`src/rtl/bsm_pkg.sv`:
```
`timescale 1ns / 1ps
`default_nettype none
// ----------------------------------------------------------------------------
// bsm_pkg
// Shared types and constants of the bank switch mapper: item layouts,
// register indexes, decode addresses and internal operation codes.
// ----------------------------------------------------------------------------
package bsm_pkg;

   // configuration port
   localparam int CSR_INDEX_W = 1;
   localparam int CSR_DATA_W  = 16;
   localparam logic [CSR_INDEX_W-1:0] CSR_ADDRESS_MASK   = 1'b0;
   localparam logic [CSR_INDEX_W-1:0] CSR_PRG_PAGE_COUNT = 1'b1;

   localparam logic [15:0] ADDR_MASK_RESET  = 16'hFFFF;
   localparam logic [8:0]  PAGE_COUNT_RESET = 9'd16;

   // character bank registers
   localparam int CHR_SLOTS = 8;
   localparam int CHR_IDX_W = $clog2(CHR_SLOTS);

   // item commands
   localparam logic CMD_WRITE = 1'b0;
   localparam logic CMD_TICK  = 1'b1;

   // decode addresses (after masking)
   localparam logic [3:0]  HI_PRG_A      = 4'h8;
   localparam logic [3:0]  HI_PRG_B      = 4'hA;
   localparam logic [3:0]  HI_CHR_FIRST  = 4'hB;
   localparam logic [3:0]  HI_CHR_LAST   = 4'hE;
   localparam logic [11:0] PRG_LO_MASK   = 12'h00C;
   localparam logic [15:0] ADDR_MIRROR   = 16'h9000;
   localparam logic [15:0] ADDR_SWAP     = 16'h9008;
   localparam logic [15:0] ADDR_LATCH_LO = 16'hF000;
   localparam logic [15:0] ADDR_LATCH_HI = 16'hF004;
   localparam logic [15:0] ADDR_IRQ_CTRL = 16'hF008;
   localparam logic [15:0] ADDR_IRQ_ACK  = 16'hF00C;

   localparam logic [7:0] MIRROR_IGNORE = 8'hFF;
   localparam logic [7:0] COUNT_MAX     = 8'hFF;

   // bank slots
   localparam logic [3:0] SLOT_PRG0     = 4'd0;
   localparam logic [3:0] SLOT_PRG1     = 4'd1;
   localparam logic [3:0] SLOT_PRG2     = 4'd2;
   localparam logic [3:0] SLOT_CHR_BASE = 4'd4;

   // operation codes passed from front to back
   localparam int OP_W = 4;
   localparam logic [OP_W-1:0] OP_NONE     = 4'd0;
   localparam logic [OP_W-1:0] OP_TICK     = 4'd1;
   localparam logic [OP_W-1:0] OP_PRG_A    = 4'd2;
   localparam logic [OP_W-1:0] OP_PRG_B    = 4'd3;
   localparam logic [OP_W-1:0] OP_MIRROR   = 4'd4;
   localparam logic [OP_W-1:0] OP_SWAP     = 4'd5;
   localparam logic [OP_W-1:0] OP_CHR      = 4'd6;
   localparam logic [OP_W-1:0] OP_LATCH_LO = 4'd7;
   localparam logic [OP_W-1:0] OP_LATCH_HI = 4'd8;
   localparam logic [OP_W-1:0] OP_IRQ_CTRL = 4'd9;
   localparam logic [OP_W-1:0] OP_IRQ_ACK  = 4'd10;

   // remainder unit
   localparam int MOD_BITS           = 8;
   localparam int MOD_BITS_PER_CYCLE = 2;
   localparam int MOD_CYCLES         = MOD_BITS / MOD_BITS_PER_CYCLE;

   typedef struct packed {
      logic        cmd;
      logic [15:0] address;
      logic [7:0]  write_data;
   } req_type;

   typedef struct packed {
      logic       bank_update;
      logic [3:0] bank_slot;
      logic [7:0] bank_page;
      logic       mirror_update;
      logic [1:0] mirror_mode;
      logic       irq_request;
   } rsp_type;

   typedef struct packed {
      logic [OP_W-1:0]      op;
      logic [7:0]           data;
      logic [CHR_IDX_W-1:0] chr_idx;
      logic                 chr_high;
   } op_type;

   typedef struct packed {
      logic                start;
      logic [MOD_BITS-1:0] dividend;
      logic [MOD_BITS-1:0] divisor;
   } mod_req_type;

   typedef struct packed {
      logic                done;
      logic [MOD_BITS-1:0] remainder;
   } mod_rsp_type;

endpackage
`default_nettype wire

```
`src/rtl/bsm_front.sv`:
```
`timescale 1ns / 1ps
`default_nettype none
// ----------------------------------------------------------------------------
// bsm_front
// Masks the write address and classifies each item into an operation for
// the back end.
// ----------------------------------------------------------------------------
module bsm_front (
   input  wire  bsm_pkg::req_type req_data,
   input  logic [15:0]            address_mask,
   output bsm_pkg::op_type        op_out
);

   logic [15:0] addr;
   logic [3:0]  hi;
   logic [11:0] lo;
   logic [3:0]  chr_pair;
   logic        prg_lo_ok;
   logic        chr_odd;
   logic        chr_high;
   logic        chr_hit;

   assign addr      = req_data.address & address_mask;
   assign hi        = addr[15:12];
   assign lo        = addr[11:0];
   assign prg_lo_ok = (lo & ~bsm_pkg::PRG_LO_MASK) == 12'h000;
   assign chr_pair  = hi - bsm_pkg::HI_CHR_FIRST;

   // character nibble offset decode
   always_comb begin
      chr_hit  = 1'b1;
      chr_odd  = 1'b0;
      chr_high = 1'b0;
      case (lo) inside
         12'h000: begin
            chr_odd  = 1'b0;
            chr_high = 1'b0;
         end
         12'h001, 12'h004: begin
            chr_odd  = 1'b0;
            chr_high = 1'b1;
         end
         12'h002, 12'h008: begin
            chr_odd  = 1'b1;
            chr_high = 1'b0;
         end
         12'h003, 12'h00C: begin
            chr_odd  = 1'b1;
            chr_high = 1'b1;
         end
         default: begin
            chr_hit = 1'b0;
         end
      endcase
   end

   // classify the item
   always_comb begin
      op_out.op       = bsm_pkg::OP_NONE;
      op_out.data     = req_data.write_data;
      op_out.chr_idx  = {chr_pair[1:0], chr_odd};
      op_out.chr_high = chr_high;
      if (req_data.cmd == bsm_pkg::CMD_TICK) begin
         op_out.op = bsm_pkg::OP_TICK;
      end else if (hi == bsm_pkg::HI_PRG_A && prg_lo_ok) begin
         op_out.op = bsm_pkg::OP_PRG_A;
      end else if (hi == bsm_pkg::HI_PRG_B && prg_lo_ok) begin
         op_out.op = bsm_pkg::OP_PRG_B;
      end else if (addr == bsm_pkg::ADDR_MIRROR) begin
         // data of all ones leaves mirroring alone
         if (req_data.write_data != bsm_pkg::MIRROR_IGNORE) begin
            op_out.op = bsm_pkg::OP_MIRROR;
         end
      end else if (addr == bsm_pkg::ADDR_SWAP) begin
         op_out.op = bsm_pkg::OP_SWAP;
      end else if (hi inside {[bsm_pkg::HI_CHR_FIRST:bsm_pkg::HI_CHR_LAST]}) begin
         if (chr_hit) begin
            op_out.op = bsm_pkg::OP_CHR;
         end
      end else if (addr == bsm_pkg::ADDR_LATCH_LO) begin
         op_out.op = bsm_pkg::OP_LATCH_LO;
      end else if (addr == bsm_pkg::ADDR_LATCH_HI) begin
         op_out.op = bsm_pkg::OP_LATCH_HI;
      end else if (addr == bsm_pkg::ADDR_IRQ_CTRL) begin
         op_out.op = bsm_pkg::OP_IRQ_CTRL;
      end else if (addr == bsm_pkg::ADDR_IRQ_ACK) begin
         op_out.op = bsm_pkg::OP_IRQ_ACK;
      end
   end

endmodule
`default_nettype wire

```
`src/rtl/bsm_queue.sv`:
```
`timescale 1ns / 1ps
`default_nettype none
// ----------------------------------------------------------------------------
// bsm_queue
// Short first-in first-out queue of classified operations between the
// front and the back end.
// ----------------------------------------------------------------------------
module bsm_queue #(
   parameter int DEPTH = 2
) (
   input  wire  clock,
   input  wire  reset,
   input  logic                  push,
   input  bsm_pkg::op_type       push_data,
   output logic                  full,
   output logic                  not_empty,
   input  logic                  pop,
   output bsm_pkg::op_type       pop_data
);

   localparam int PTR_W = $clog2(DEPTH);
   localparam int CNT_W = $clog2(DEPTH + 1);
   localparam logic [PTR_W-1:0] PTR_LAST = PTR_W'(DEPTH - 1);
   localparam logic [CNT_W-1:0] CNT_FULL = CNT_W'(DEPTH);

   bsm_pkg::op_type  entries_ff [DEPTH];
   logic [PTR_W-1:0] wr_ptr_ff, wr_ptr_in;
   logic [PTR_W-1:0] rd_ptr_ff, rd_ptr_in;
   logic [CNT_W-1:0] count_ff, count_in;

   assign full      = count_ff == CNT_FULL;
   assign not_empty = count_ff != '0;
   assign pop_data  = entries_ff[rd_ptr_ff];

   // pointer and fill count update
   always_comb begin
      wr_ptr_in = wr_ptr_ff;
      rd_ptr_in = rd_ptr_ff;
      count_in  = count_ff;
      if (push) begin
         wr_ptr_in = (wr_ptr_ff == PTR_LAST) ? '0 : wr_ptr_ff + 1'b1;
      end
      if (pop) begin
         rd_ptr_in = (rd_ptr_ff == PTR_LAST) ? '0 : rd_ptr_ff + 1'b1;
      end
      if (push && !pop) begin
         count_in = count_ff + 1'b1;
      end else if (pop && !push) begin
         count_in = count_ff - 1'b1;
      end
   end

   always_ff @(posedge clock) begin
      if (reset) begin
         wr_ptr_ff <= '0;
         rd_ptr_ff <= '0;
         count_ff  <= '0;
      end else begin
         wr_ptr_ff <= wr_ptr_in;
         rd_ptr_ff <= rd_ptr_in;
         count_ff  <= count_in;
      end
   end

   // entry storage
   always_ff @(posedge clock) begin
      if (push) begin
         entries_ff[wr_ptr_ff] <= push_data;
      end
   end

endmodule
`default_nettype wire

```
`src/rtl/bsm_prg_mod.sv`:
```
`timescale 1ns / 1ps
`default_nettype none
// ----------------------------------------------------------------------------
// bsm_prg_mod
// Restoring remainder unit for the program page select, two dividend bits
// per cycle.
// ----------------------------------------------------------------------------
module bsm_prg_mod (
   input  wire  clock,
   input  wire  reset,
   input  bsm_pkg::mod_req_type mod_req,
   output bsm_pkg::mod_rsp_type mod_rsp
);

   localparam int W     = bsm_pkg::MOD_BITS;
   localparam int STEPS = bsm_pkg::MOD_BITS_PER_CYCLE;
   localparam int CNT_W = (bsm_pkg::MOD_CYCLES > 1) ? $clog2(bsm_pkg::MOD_CYCLES) : 1;
   localparam logic [CNT_W-1:0] CNT_LAST = CNT_W'(bsm_pkg::MOD_CYCLES - 1);

   logic [W-1:0]     rem_ff, rem_in;
   logic [W-1:0]     dvd_ff, dvd_in;
   logic [W-1:0]     dvs_ff;
   logic [CNT_W-1:0] cnt_ff;
   logic             busy_ff;
   logic             done_ff;

   // one shift and conditional subtract
   function automatic logic [W-1:0] rem_step(input logic [W-1:0] rem,
                                             input logic bit_in,
                                             input logic [W-1:0] dvs);
      logic [W:0] trial;
      trial = {rem, bit_in};
      if (trial >= {1'b0, dvs}) begin
         trial = trial - {1'b0, dvs};
      end
      return trial[W-1:0];
   endfunction

   // steps of this cycle
   always_comb begin
      rem_in = rem_ff;
      dvd_in = dvd_ff;
      for (int s = 0; s < STEPS; s++) begin
         rem_in = rem_step(rem_in, dvd_in[W-1], dvs_ff);
         dvd_in = {dvd_in[W-2:0], 1'b0};
      end
   end

   always_ff @(posedge clock) begin
      if (reset) begin
         busy_ff <= 1'b0;
         done_ff <= 1'b0;
         cnt_ff  <= '0;
      end else if (mod_req.start) begin
         busy_ff <= 1'b1;
         done_ff <= 1'b0;
         cnt_ff  <= '0;
      end else if (busy_ff) begin
         cnt_ff <= cnt_ff + 1'b1;
         if (cnt_ff == CNT_LAST) begin
            busy_ff <= 1'b0;
            done_ff <= 1'b1;
         end
      end
   end

   // datapath registers
   always_ff @(posedge clock) begin
      if (mod_req.start) begin
         rem_ff <= '0;
         dvd_ff <= mod_req.dividend;
         dvs_ff <= mod_req.divisor;
      end else if (busy_ff) begin
         rem_ff <= rem_in;
         dvd_ff <= dvd_in;
      end
   end

   assign mod_rsp.done      = done_ff;
   assign mod_rsp.remainder = rem_ff;

endmodule
`default_nettype wire

```
`src/rtl/bsm_back.sv`:
```
`timescale 1ns / 1ps
`default_nettype none
// ----------------------------------------------------------------------------
// bsm_back
// Carries out classified operations: holds the bank, swap and IRQ state,
// runs the page select remainder and drives the result register.
// ----------------------------------------------------------------------------
module bsm_back (
   input  wire  clock,
   input  wire  reset,
   input  logic [8:0]            prg_page_count,
   input  logic                  q_valid,
   input  bsm_pkg::op_type       q_data,
   output logic                  q_pop,
   output bsm_pkg::mod_req_type  mod_req,
   input  bsm_pkg::mod_rsp_type  mod_rsp,
   output logic                  rsp_valid,
   input  logic                  rsp_ready,
   output bsm_pkg::rsp_type      rsp_data
);

   localparam logic ST_IDLE = 1'b0;
   localparam logic ST_MOD  = 1'b1;

   logic             state_ff, state_in;
   logic             swap_ff, swap_in;
   logic [1:0]       irq_en_ff, irq_en_in;
   logic [7:0]       irq_count_ff, irq_count_in;
   logic [7:0]       irq_reload_ff, irq_reload_in;
   logic [3:0]       slot_ff, slot_in;
   logic [7:0]       chr_ff [bsm_pkg::CHR_SLOTS];
   logic             chr_wr;
   logic [7:0]       chr_cur;
   logic [7:0]       chr_new;
   logic             rsp_valid_ff, rsp_valid_in;
   bsm_pkg::rsp_type rsp_ff, rsp_in;
   logic             rsp_load;
   logic             out_free;
   logic             take;
   logic             prg_direct;
   logic [3:0]       prg_slot;

   assign out_free   = !rsp_valid_ff || rsp_ready;
   assign take       = (state_ff == ST_IDLE) && q_valid && out_free;
   assign q_pop      = take;
   assign prg_direct = (prg_page_count == 9'd0) || prg_page_count[8];
   assign chr_cur    = chr_ff[q_data.chr_idx];
   assign chr_new    = q_data.chr_high ? {q_data.data[3:0], chr_cur[3:0]}
                                       : {chr_cur[7:4], q_data.data[3:0]};
   assign prg_slot   = (q_data.op == bsm_pkg::OP_PRG_B) ? bsm_pkg::SLOT_PRG1 :
                       (swap_ff ? bsm_pkg::SLOT_PRG2 : bsm_pkg::SLOT_PRG0);

   // operation execution
   always_comb begin
      state_in         = state_ff;
      swap_in          = swap_ff;
      irq_en_in        = irq_en_ff;
      irq_count_in     = irq_count_ff;
      irq_reload_in    = irq_reload_ff;
      slot_in          = slot_ff;
      chr_wr           = 1'b0;
      rsp_load         = 1'b0;
      rsp_in           = '0;
      mod_req.start    = 1'b0;
      mod_req.dividend = q_data.data;
      mod_req.divisor  = prg_page_count[7:0];
      if (take) begin
         rsp_load = 1'b1;
         case (q_data.op)
            bsm_pkg::OP_TICK: begin
               if (irq_en_ff[1]) begin
                  if (irq_count_ff == bsm_pkg::COUNT_MAX) begin
                     irq_count_in       = irq_reload_ff;
                     irq_en_in          = {irq_en_ff[0], irq_en_ff[0]};
                     rsp_in.irq_request = 1'b1;
                  end else begin
                     irq_count_in = irq_count_ff + 8'd1;
                  end
               end
            end
            bsm_pkg::OP_PRG_A, bsm_pkg::OP_PRG_B: begin
               if (prg_direct) begin
                  rsp_in.bank_update = 1'b1;
                  rsp_in.bank_slot   = prg_slot;
                  rsp_in.bank_page   = q_data.data;
               end else begin
                  // result comes later from the remainder unit
                  rsp_load      = 1'b0;
                  mod_req.start = 1'b1;
                  slot_in       = prg_slot;
                  state_in      = ST_MOD;
               end
            end
            bsm_pkg::OP_MIRROR: begin
               rsp_in.mirror_update = 1'b1;
               rsp_in.mirror_mode   = q_data.data[1:0];
            end
            bsm_pkg::OP_SWAP: begin
               swap_in = q_data.data[1];
            end
            bsm_pkg::OP_CHR: begin
               chr_wr             = 1'b1;
               rsp_in.bank_update = 1'b1;
               rsp_in.bank_slot   = bsm_pkg::SLOT_CHR_BASE + {1'b0, q_data.chr_idx};
               rsp_in.bank_page   = chr_new;
            end
            bsm_pkg::OP_LATCH_LO: begin
               irq_reload_in = {irq_reload_ff[7:4], q_data.data[3:0]};
            end
            bsm_pkg::OP_LATCH_HI: begin
               irq_reload_in = {q_data.data[3:0], irq_reload_ff[3:0]};
            end
            bsm_pkg::OP_IRQ_CTRL: begin
               irq_en_in = q_data.data[1:0];
               if (q_data.data[1]) begin
                  irq_count_in = irq_reload_ff;
               end
            end
            bsm_pkg::OP_IRQ_ACK: begin
               irq_en_in = {irq_en_ff[0], irq_en_ff[0]};
            end
            default: begin
               rsp_in = '0;
            end
         endcase
      end else if (state_ff == ST_MOD && mod_rsp.done && out_free) begin
         rsp_load           = 1'b1;
         rsp_in.bank_update = 1'b1;
         rsp_in.bank_slot   = slot_ff;
         rsp_in.bank_page   = mod_rsp.remainder;
         state_in           = ST_IDLE;
      end
   end

   assign rsp_valid_in = rsp_load ? 1'b1 : (rsp_ready ? 1'b0 : rsp_valid_ff);

   always_ff @(posedge clock) begin
      if (reset) begin
         state_ff      <= ST_IDLE;
         swap_ff       <= 1'b0;
         irq_en_ff     <= 2'b00;
         irq_count_ff  <= 8'd0;
         irq_reload_ff <= 8'd0;
         rsp_valid_ff  <= 1'b0;
         for (int i = 0; i < bsm_pkg::CHR_SLOTS; i++) begin
            chr_ff[i] <= 8'(i);
         end
      end else begin
         state_ff      <= state_in;
         swap_ff       <= swap_in;
         irq_en_ff     <= irq_en_in;
         irq_count_ff  <= irq_count_in;
         irq_reload_ff <= irq_reload_in;
         rsp_valid_ff  <= rsp_valid_in;
         if (chr_wr) begin
            chr_ff[q_data.chr_idx] <= chr_new;
         end
      end
   end

   // result payload and pending slot
   always_ff @(posedge clock) begin
      slot_ff <= slot_in;
      if (rsp_load) begin
         rsp_ff <= rsp_in;
      end
   end

   assign rsp_valid = rsp_valid_ff;
   assign rsp_data  = rsp_ff;

endmodule
`default_nettype wire

```
`src/rtl/bank_switch_mapper_with_scanline_irq.sv`:
```
`timescale 1ns / 1ps
`default_nettype none
// ----------------------------------------------------------------------------
// bank_switch_mapper_with_scanline_irq
// Bank switching mapper with scanline interrupt counter.
//
// Items enter on req_ (valid/ready): a CPU register write or a scanline
// tick. Each item gives exactly one item on rsp_ (valid/ready) carrying
// bank, mirroring and interrupt updates. csr_ writes the address mask
// (index 0) and the program page count (index 1); the user writes them
// only while the block is idle, which the block itself does not enforce.
// The front decodes an item in its accept cycle into a queue; the back end
// takes one operation per cycle from the queue into the result register
// while that register is free and no remainder is pending.
// A program select whose page count lies in 1..255 runs the two bit per
// cycle remainder unit and holds the back end until the remainder is done.
// A stalled result register holds its item; the queue keeps accepting
// until it is full, then req_ready drops.
// Reset clears the queue, the result register, the IRQ state and the swap
// flag, and loads character bank i with page i.
// ----------------------------------------------------------------------------
module bank_switch_mapper_with_scanline_irq #(
   parameter int QUEUE_DEPTH = 2
) (
   input  wire  clock,
   input  wire  reset,
   input  logic                                 req_valid,
   output logic                                 req_ready,
   input  bsm_pkg::req_type                     req_data,
   output logic                                 rsp_valid,
   input  logic                                 rsp_ready,
   output bsm_pkg::rsp_type                     rsp_data,
   input  logic                                 csr_write_en,
   input  logic [bsm_pkg::CSR_INDEX_W-1:0]      csr_index,
   input  logic [bsm_pkg::CSR_DATA_W-1:0]       csr_write_data
);

   logic [15:0]          address_mask_ff;
   logic [8:0]           page_count_ff;
   bsm_pkg::op_type      front_op;
   bsm_pkg::op_type      q_data;
   logic                 q_full;
   logic                 q_valid;
   logic                 q_pop;
   logic                 q_push;
   bsm_pkg::mod_req_type mod_req;
   bsm_pkg::mod_rsp_type mod_rsp;

   // configuration registers
   always_ff @(posedge clock) begin
      if (reset) begin
         address_mask_ff <= bsm_pkg::ADDR_MASK_RESET;
         page_count_ff   <= bsm_pkg::PAGE_COUNT_RESET;
      end else if (csr_write_en) begin
         case (csr_index)
            bsm_pkg::CSR_ADDRESS_MASK:   address_mask_ff <= csr_write_data[15:0];
            bsm_pkg::CSR_PRG_PAGE_COUNT: page_count_ff   <= csr_write_data[8:0];
            default: begin
               address_mask_ff <= address_mask_ff;
            end
         endcase
      end
   end

   assign req_ready = !q_full;
   assign q_push    = req_valid && req_ready;

   bsm_front u_front (
      .req_data     (req_data),
      .address_mask (address_mask_ff),
      .op_out       (front_op)
   );

   bsm_queue #(
      .DEPTH (QUEUE_DEPTH)
   ) u_queue (
      .clock     (clock),
      .reset     (reset),
      .push      (q_push),
      .push_data (front_op),
      .full      (q_full),
      .not_empty (q_valid),
      .pop       (q_pop),
      .pop_data  (q_data)
   );

   bsm_prg_mod u_prg_mod (
      .clock   (clock),
      .reset   (reset),
      .mod_req (mod_req),
      .mod_rsp (mod_rsp)
   );

   bsm_back u_back (
      .clock          (clock),
      .reset          (reset),
      .prg_page_count (page_count_ff),
      .q_valid        (q_valid),
      .q_data         (q_data),
      .q_pop          (q_pop),
      .mod_req        (mod_req),
      .mod_rsp        (mod_rsp),
      .rsp_valid      (rsp_valid),
      .rsp_ready      (rsp_ready),
      .rsp_data       (rsp_data)
   );

endmodule
`default_nettype wire

```
`config.mk`:
```
export PLATFORM = sky130hd
export DESIGN_NAME = bank_switch_mapper_with_scanline_irq
export DESIGN_NICKNAME = d
export VERILOG_FILES = /design/src/rtl/bsm_pkg.sv /design/src/rtl/bsm_front.sv /design/src/rtl/bsm_queue.sv /design/src/rtl/bsm_prg_mod.sv /design/src/rtl/bsm_back.sv /design/src/rtl/bank_switch_mapper_with_scanline_irq.sv
export SDC_FILE = /design/constraint.sdc
export NUM_CORES = 1
export LEC_CHECK = 0
export BUFFER_PORTS_ARGS = -buffer_cell sky130_fd_sc_hd__buf_2
export CAP_MARGIN = 40
export CORE_MARGIN = 4
export CORE_UTILIZATION = 60
export DETAILED_ROUTE_END_ITERATION = 8
export GPL_ROUTABILITY_DRIVEN = 0
export GPL_TIMING_DRIVEN = 0
export PLACE_DENSITY = 0.81
export RECOVER_POWER = 25
export SYNTH_ARGS = -nofsm -noshare
export SYNTH_HDL_FRONTEND = slang
export SYNTH_SLANG_ARGS = --single-unit
```
`constraint.sdc`:
```
create_clock -name clock -period 5.1 [get_ports clock]
set_input_delay 0.51 -clock clock [delete_from_list [all_inputs] [get_ports clock]]
set_output_delay 0.51 -clock clock [all_outputs]
set_load 0.005 [all_outputs]
```
# Word-level counts from Yosys, hierarchy flattened
# Memories as Yosys holds them, arrays and structs flattened. A register that Yosys moved wholly into a read port is not among the register bits.
# Index checks and enable logic that the tools add are counted.
[totals]
register_bits = 99
ramBits = 96
input_bits = 47
out_inout_bits = 19
wordCells = 203
mem_count = 2
[memory_table]
columns = ["name", "depth", "width", "rd", "rd_clocked_by_memory_dff", "write_ports", "line_no", "source"]
rows = [
  ["u_back.chr_ff", 8, 8, 1, 0, 8, "bsm_back.sv:31", "logic [7:0] chr_ff [bsm_pkg::CHR_SLOTS];"],
  ["u_queue.entries_ff", 2, 16, 1, 1, 1, "bsm_queue.sv:26", "bsm_pkg::op_type entries_ff [DEPTH];"],
]
[op_classes]
addsub = 10
order_cmp = 4
n_eq_ne = 32
n_mux = 76
n_bitwise = 8
reduce_logical = 45
[op_table]
columns = ["op", "count"]
rows = [
  ["16-bit == test, second input constant", 6],
  ["8-bit two-way mux", 9],
  ["4-bit two-way mux", 11],
  ["1-bit two-way mux", 40],
  ["13-bit two-way mux", 3],
  ["8-bit case mux with 2 select lines", 2],
  ["13-bit case mux with 2 select lines", 1],
  ["12-bit by 2-bit == test with 1-bit output, second input constant", 2],
  ["12-bit by 4-bit == test with 1-bit output, second input constant", 2],
  ["12-bit zero test", 2],
  ["4-bit == test, second input constant", 5],
  ["9-bit by 8-bit >= comparator with 1-bit output", 2],
  ["16-bit AND", 1],
  ["4-bit by 3-bit == test with 1-bit output, second input constant", 4],
  ["8-bit subtractor", 2],
  ["3-bit AND reduction", 5],
  ["12-bit by 1-bit == test with 1-bit output, second input constant", 1],
  ["12-bit by 3-bit == test with 1-bit output, second input constant", 1],
  ["3-bit two-way mux", 4],
  ["2-bit AND reduction", 6],
  ["2-bit nonzero test", 6],
  ["1-bit logical AND", 10],
  ["2-bit two-way mux", 5],
  ["2-bit OR reduction", 5],
  ["other kinds (23)", 40],
]

# Longest topological paths before layout
[depth]
ltp_word = 14
ltp_mapped = 17

# Hierarchy
# A second synthesis with hierarchy kept.
[unflattened]
cells_unflattened = 904
area_unflattened_um2 = 10227.3
[by_module_without_submodules]
columns = ["mod", "instances", "cells_each", "area_each_um2", "seq_area_each_um2"]
rows = [
  ["bsm_back", 1, 441, 5233.8, 2912.8],
  ["bsm_prg_mod", 1, 212, 2039.5, 720.7],
  ["bsm_queue", 1, 72, 1363.8, 1061.0],
  ["bank_switch_mapper_with_scanline_irq", 1, 113, 1063.5, 500.5],
  ["bsm_front", 1, 66, 526.8, 0.0],
]

# Least setup slack after synthesis
# Ideal clock, no wire load.
[synth_timing]
path_type = "reg-to-reg"
start = "register u_prg_mod.dvs_ff[6]"
end = "register u_prg_mod.rem_ff[0]"
setup_time_ps = 69
t_arrival_ps = 3862
t_required_ps = 5031
path_slack_ps = 1169
stages_incl_launch_ff = 17
cell_sequence = "edfxtp_1 -> inv_1 -> ha_1 -> a21o_1 -> a221oi_2 -> o31a_4 -> clkbuf_1 -> nand2_1 -> o21ai_0 -> ha_1 -> nor2b_1 -> o31a_1 -> o21ai_0 -> a211oi_1 -> a2111oi_4 -> mux2_4 -> o21ai_1"
[synth_via]
elab_chain_cells = 4
elab_cells_between_ends = 5
cone_classes = "add/sub (1); order compare (2); mux (2)"
[synth_lines]
columns = ["item", "line_no", "source"]
rows = [
  ["from (decl)", "bsm_prg_mod.sv:22", "logic [W-1:0] dvs_ff;"],
  ["from (signal assigned)", "bsm_prg_mod.sv:72", "dvs_ff <= mod_req.divisor;"],
  ["8-bit subtractor or 9-bit by 8-bit >= comparator with 1-bit output (tied branches)", "bsm_prg_mod.sv:34, bsm_prg_mod.sv:33", ""],
  ["8-bit two-way mux", "bsm_prg_mod.sv:33", "if (trial >= {1'b0, dvs}) begin"],
  ["9-bit by 8-bit >= comparator with 1-bit output *", "bsm_prg_mod.sv:33", ""],
  ["8-bit two-way mux *", "bsm_prg_mod.sv:33", ""],
  ["to (signal assigned)", "bsm_prg_mod.sv:74", "rem_ff <= rem_in;"],
  ["to (decl)", "bsm_prg_mod.sv:20", "logic [W-1:0] rem_ff, rem_in;"],
]
# Mark *: on every way between the ends. The rest lies on a longest branch, timed or not.
# A chain may end at the register's enable or synchronous reset.

# Worst setup path after layout
[layout_timing]
start = "register u_prg_mod.rem_ff[6]"
end = "register u_prg_mod.rem_ff[0]"
[layout_via]
elab_chain_cells = 4
elab_cells_between_ends = 5
cone_classes = "add/sub (1); order compare (2); mux (2)"
[layout_lines]
columns = ["item", "line_no"]
rows = [
  ["8-bit subtractor or 9-bit by 8-bit >= comparator with 1-bit output (tied branches)", "bsm_prg_mod.sv:34, bsm_prg_mod.sv:33"],
  ["8-bit two-way mux *", "bsm_prg_mod.sv:33"],
  ["9-bit by 8-bit >= comparator with 1-bit output *", "bsm_prg_mod.sv:33"],
  ["8-bit two-way mux *", "bsm_prg_mod.sv:33"],
]
# Marks and branches as above.

==> impl_metrics.csv <==
group,metric,value,unit
global_routing,grt_antenna_before_repair,0,
cts,tritoncts.num_buffers,17,
cts,clkSlewWorstSetupHoldPaths,70,ps
die,die_area,17900,sq um
yosys,async_reset_ff_share,0,%
worst_setup_path,crit_path_start_kind,"flop",
layout,final_cell_mix,"sky130_fd_sc_hd__edfxtp_1 (131), sky130_fd_sc_hd__nand2_1 (130), sky130_fd_sc_hd__nor2_1 (90)",
layout,area_delta_synth_final,12.3,%
sta,max_slew.worst_pin.slew,920,ps
layout,antenna_cells,0,
worst_setup_path,worst-endpoint-required,5470,ps
worst_setup_path,worstRegToRegCells,15,
worst_setup_path,timing.reg2reg.setup_slack,560,ps
worst_setup_path,worst_r2r_endpoint,"u_prg_mod.rem_ff[0]$_SDFFE_PP0P_",
yosys,syn_inst,913,
power_and_ir_drop,power_report.internal_total,3.37,mW
worst_setup_path,worstPathArrival,4910,ps
global_routing,number_of_global_route_vias_before_repair,6947,
detailed_routing,post_drt_wl_per_cell,18.5,um
global_routing,grt_use_met3,5.06,%
placed_design,dp_hpwl,16.5,mm
detailed_routing,detailedRoute.firstPassIterationCount,6,
die,rows,45,
run_status,run_status,"finished clean",
detailed_routing,vias_per_cell,6.07,
global_routing,grtUsageMet2,40.9,%
yosys,syn-mean-instance-area,10.4,sq um
min_path,hold_depth,3,
power_and_ir_drop,swShare,37.6,%
yosys,synth_seq_cells,194,
detailed_routing,drc_errors,0,
cts,clkLatencyLatePin,440,ps
power_and_ir_drop,clock_power_share,23.8,%
detailed_routing,route.antenna.remaining_nets,0,
die,starting_density_of_the_core,61.8,%
detailed_routing,route.vias.total,7439,
job,maxCapViolations,0,
placed_design,placedInstanceArea,10100,sq um
yosys,ys.flop_type,"sky130_fd_sc_hd__edfxtp_1",
power_and_ir_drop,power_frac_seq,37.8,%
cts,cts.hold.buffers_added,0,
cts,maximum_level_of_the_cts_h_tree,4,
cts,cts_num_sinks,194,
power_and_ir_drop,power_leakage,4.05,nW
power_and_ir_drop,vdd.ir_drop.worst,0.000303,V
sta,grt_setup_unrepaired,"false",
yosys,mappedNetlistArea,9500,sq um
worst_setup_path,path_max_fanout,10,
sta,max_clock_freq,220,MHz
yosys,syn_nets,985,
sta,final_period_minus_worst_setup_slack,4540,ps
global_routing,grt.total_usage,25.8,%
die,core_area,15400,sq um
worst_setup_path,critPathCaptureType,"flop",
global_routing,grt_pass1_wl,36.0,mm
yosys,ys.warnings.count,0,
min_path,min_delay_worst_endpoint,"address_mask_ff[15]$_SDFFE_PP1P_",
detailed_routing,routed_wl,22.7,mm
die,boundaryPins,66,
min_path,min-delay-path-class,"in -> reg",
sta,finalHoldViolations,0,
cts,cts_setup_buffers,0,
layout,post-route-cell-area,10700,sq um
yosys,synth_cell_types,64,
yosys,synth_seq_area_share,54.7,%
sta,final-setup-viol-count,0,
min_path,startpoint_of_the_tightest_hold_check_path,"csr_write_data[15]",
sta,finClkSkew,10.4,ps
yosys,number_of_synthesized_flops_with_an_enable_pin,131,
cts,cts.root.buffer_cell,"sky130_fd_sc_hd__clkbuf_16",
sta,worst_slew_margin_relative_to_its_limit,38.6,%
worst_setup_path,critical_path.reg2reg.startpoint,"u_prg_mod.rem_ff[6]$_SDFFE_PP0P_",
global_routing,grt_max_degree,19,
cts,clk_buf_depth,2,
cts,post_cts_sizing_count,0,
layout,fraction_of_final_layout_cells_sized_beyond_drive_strength_1,11.6,%
layout,final_common_cell,"sky130_fd_sc_hd__edfxtp_1",
detailed_routing,detail_route.iter0.violations,978,
layout,numnets_final,1074,
power_and_ir_drop,power_per_cell_area,507,nW/um^2
global_routing,overflow,0,
die,die_h,134,um
sta,fin_tns_setup,0,ps
power_and_ir_drop,switchingPower,2.03,mW
die,fp.dieW,134,um
sta,final_max_slew_viol_count,0,
global_routing,globalRouteMet1Util,35.3,%
cts,cts_tree,"yes",
placed_design,port_buffers,65,
worst_setup_path,timing.setup.critical_path_class,"reg -> reg",
power_and_ir_drop,p_comb_share,38.4,%
sta,finalCritPeriodShare,89.0,%
global_routing,top_usage_layer,"met2",
==> sequential cells by signal (all words and copies together), names as in the netlist, 2 cells and up, named ones only <==
signal	count
u_back.chr_ff	64
u_queue.entries_ff	32
u_back.rsp_data	17
address_mask_ff	16
page_count_ff	9
u_back.irq_count_ff	8
u_back.irq_reload_ff	8
u_prg_mod.dvd_ff	8
u_prg_mod.dvs_ff	8
u_prg_mod.rem_ff	8
u_back.irq_en_ff	2
u_back.slot_ff	2
u_prg_mod.cnt_ff	2
u_queue.count_ff	2
==> critical path: stages, from the launching register on <==
cell,delay [ps]
sky130_fd_sc_hd__dfxtp_1,480
sky130_fd_sc_hd__ha_1,380
sky130_fd_sc_hd__and3_1,220
sky130_fd_sc_hd__a221oi_2,250
sky130_fd_sc_hd__o31a_4,270
sky130_fd_sc_hd__clkbuf_1,290
sky130_fd_sc_hd__nand2_1,100
sky130_fd_sc_hd__o21ai_0,180
sky130_fd_sc_hd__ha_1,320
sky130_fd_sc_hd__nor2b_1,150
sky130_fd_sc_hd__o31a_1,250
sky130_fd_sc_hd__o21ai_0,310
sky130_fd_sc_hd__a211oi_1,200
sky130_fd_sc_hd__a2111oi_4,600
sky130_fd_sc_hd__mux2_4,350
sky130_fd_sc_hd__o21ai_1,110
==> area by class of cell <==
type                       instances  area [sq um]
clock inverter                    14           114
fill                            1144          4710
inverter                          29           109
clock buffer                      18           450
timing repair buffer              70           344
buffer                            38           156
tap                              211           264
multi-input combinational        652          4030
sequential                       194          5190
==> metrics by stage <==
step / total power [mW] / util [%] / hold slack, ps / setup WS, ps / cells
detailed placement: 4.11 / 65.9 / 447 / 604 / 1194
floorplan: 3.54 / - / 430 / 1170 / 913
finish: 5.41 / 69.4 / 273 / 563 / 1226
CTS: 5.39 / 69.5 / 263 / 575 / 1226
global placement: 4.05 / 65.6 / 437 / 669 / 1189
global route: 5.70 / 69.4 / 282 / 204 / 1226
==> cells in the mapped netlist (6+ instances only) <==
library cell | number | area (sq um)
sky130_fd_sc_hd__dfxtp_1 | 63 | 1260
sky130_fd_sc_hd__nor2_1 | 90 | 338
sky130_fd_sc_hd__ha_1 | 23 | 288
sky130_fd_sc_hd__nand3_1 | 20 | 100
sky130_fd_sc_hd__and2_1 | 29 | 181
sky130_fd_sc_hd__nor2b_1 | 7 | 43.8
sky130_fd_sc_hd__nand2b_1 | 25 | 156
sky130_fd_sc_hd__o21ai_0 | 19 | 95.1
sky130_fd_sc_hd__a22oi_1 | 12 | 90.1
sky130_fd_sc_hd__mux2_2 | 10 | 113
sky130_fd_sc_hd__a311oi_1 | 6 | 52.6
sky130_fd_sc_hd__nor4_1 | 8 | 50.1
sky130_fd_sc_hd__nand4_1 | 9 | 56.3
sky130_fd_sc_hd__a21oi_1 | 57 | 285
sky130_fd_sc_hd__edfxtp_1 | 131 | 3930
sky130_fd_sc_hd__nand2_1 | 130 | 488
sky130_fd_sc_hd__mux2i_1 | 25 | 250
sky130_fd_sc_hd__nand3b_1 | 17 | 128
sky130_fd_sc_hd__o21ai_1 | 18 | 90.1
sky130_fd_sc_hd__and3_1 | 9 | 56.3
sky130_fd_sc_hd__inv_1 | 26 | 97.6
sky130_fd_sc_hd__xnor2_1 | 9 | 78.8
sky130_fd_sc_hd__a21o_1 | 7 | 52.6
sky130_fd_sc_hd__nor3_1 | 18 | 90.1
sky130_fd_sc_hd__a221oi_1 | 9 | 78.8
sky130_fd_sc_hd__clkbuf_1 | 27 | 101
sky130_fd_sc_hd__buf_2 | 10 | 50.1
sky130_fd_sc_hd__xor2_1 | 7 | 61.3
sky130_fd_sc_hd__a211oi_1 | 10 | 75.1
==> power groups by stage <==
stage          clock network, mW  registers (mW)  logic (mW)
2_1_floorplan                  0            2.05        1.49
3_3_place_gp                   0            2.07        1.99
3_5_place_dp                   0            2.08        2.04
4_1_cts                     1.29            2.04        2.05
5_1_grt                     1.36            2.06        2.28
6_report                    1.29            2.04        2.08
==> worst max path at each step <==
| stage | start | end | slack (ps) | depth (start not counted) |
|---|---|---|---|---|
| 3_3_place_gp | u_prg_mod.rem_ff[6]$_SDFFE_PP0P_ | u_prg_mod.rem_ff[0]$_SDFFE_PP0P_ | 670 | 15 |
| 4_1_cts | u_prg_mod.rem_ff[6]$_SDFFE_PP0P_ | u_prg_mod.rem_ff[0]$_SDFFE_PP0P_ | 570 | 15 |
| 2_1_floorplan | u_prg_mod.dvs_ff[6]$_DFFE_PP_ | u_prg_mod.rem_ff[0]$_SDFFE_PP0P_ | 1170 | 16 |
| 3_5_place_dp | u_prg_mod.rem_ff[6]$_SDFFE_PP0P_ | u_prg_mod.rem_ff[0]$_SDFFE_PP0P_ | 600 | 15 |
| 5_1_grt | u_prg_mod.rem_ff[6]$_SDFFE_PP0P_ | u_prg_mod.rem_ff[0]$_SDFFE_PP0P_ | 200 | 15 |
| 6_report | u_prg_mod.rem_ff[6]$_SDFFE_PP0P_ | u_prg_mod.rem_ff[0]$_SDFFE_PP0P_ | 560 | 15 |
==> cell families after synthesis <==
kind of cell / synth area share, %
AO/OA/AOI/OAI: 13.7
XOR/XNOR: 1.48
adder cells (fa/ha/maj): 3.45
buffers and inverters: 2.82
flip-flops: 54.7
multiplexers: 4.57
AND/OR/NAND/NOR: 19.2
==> layer usage <==
layer / up-vias / part of all wire [%]
met4: 0 / 3.4
met5: - / 0
li1: 3527 / -
met2: 410 / 46
met3: 76 / 9.1
met1: 3426 / 42
No activity file was read; power rests on OpenSTA's default activity.
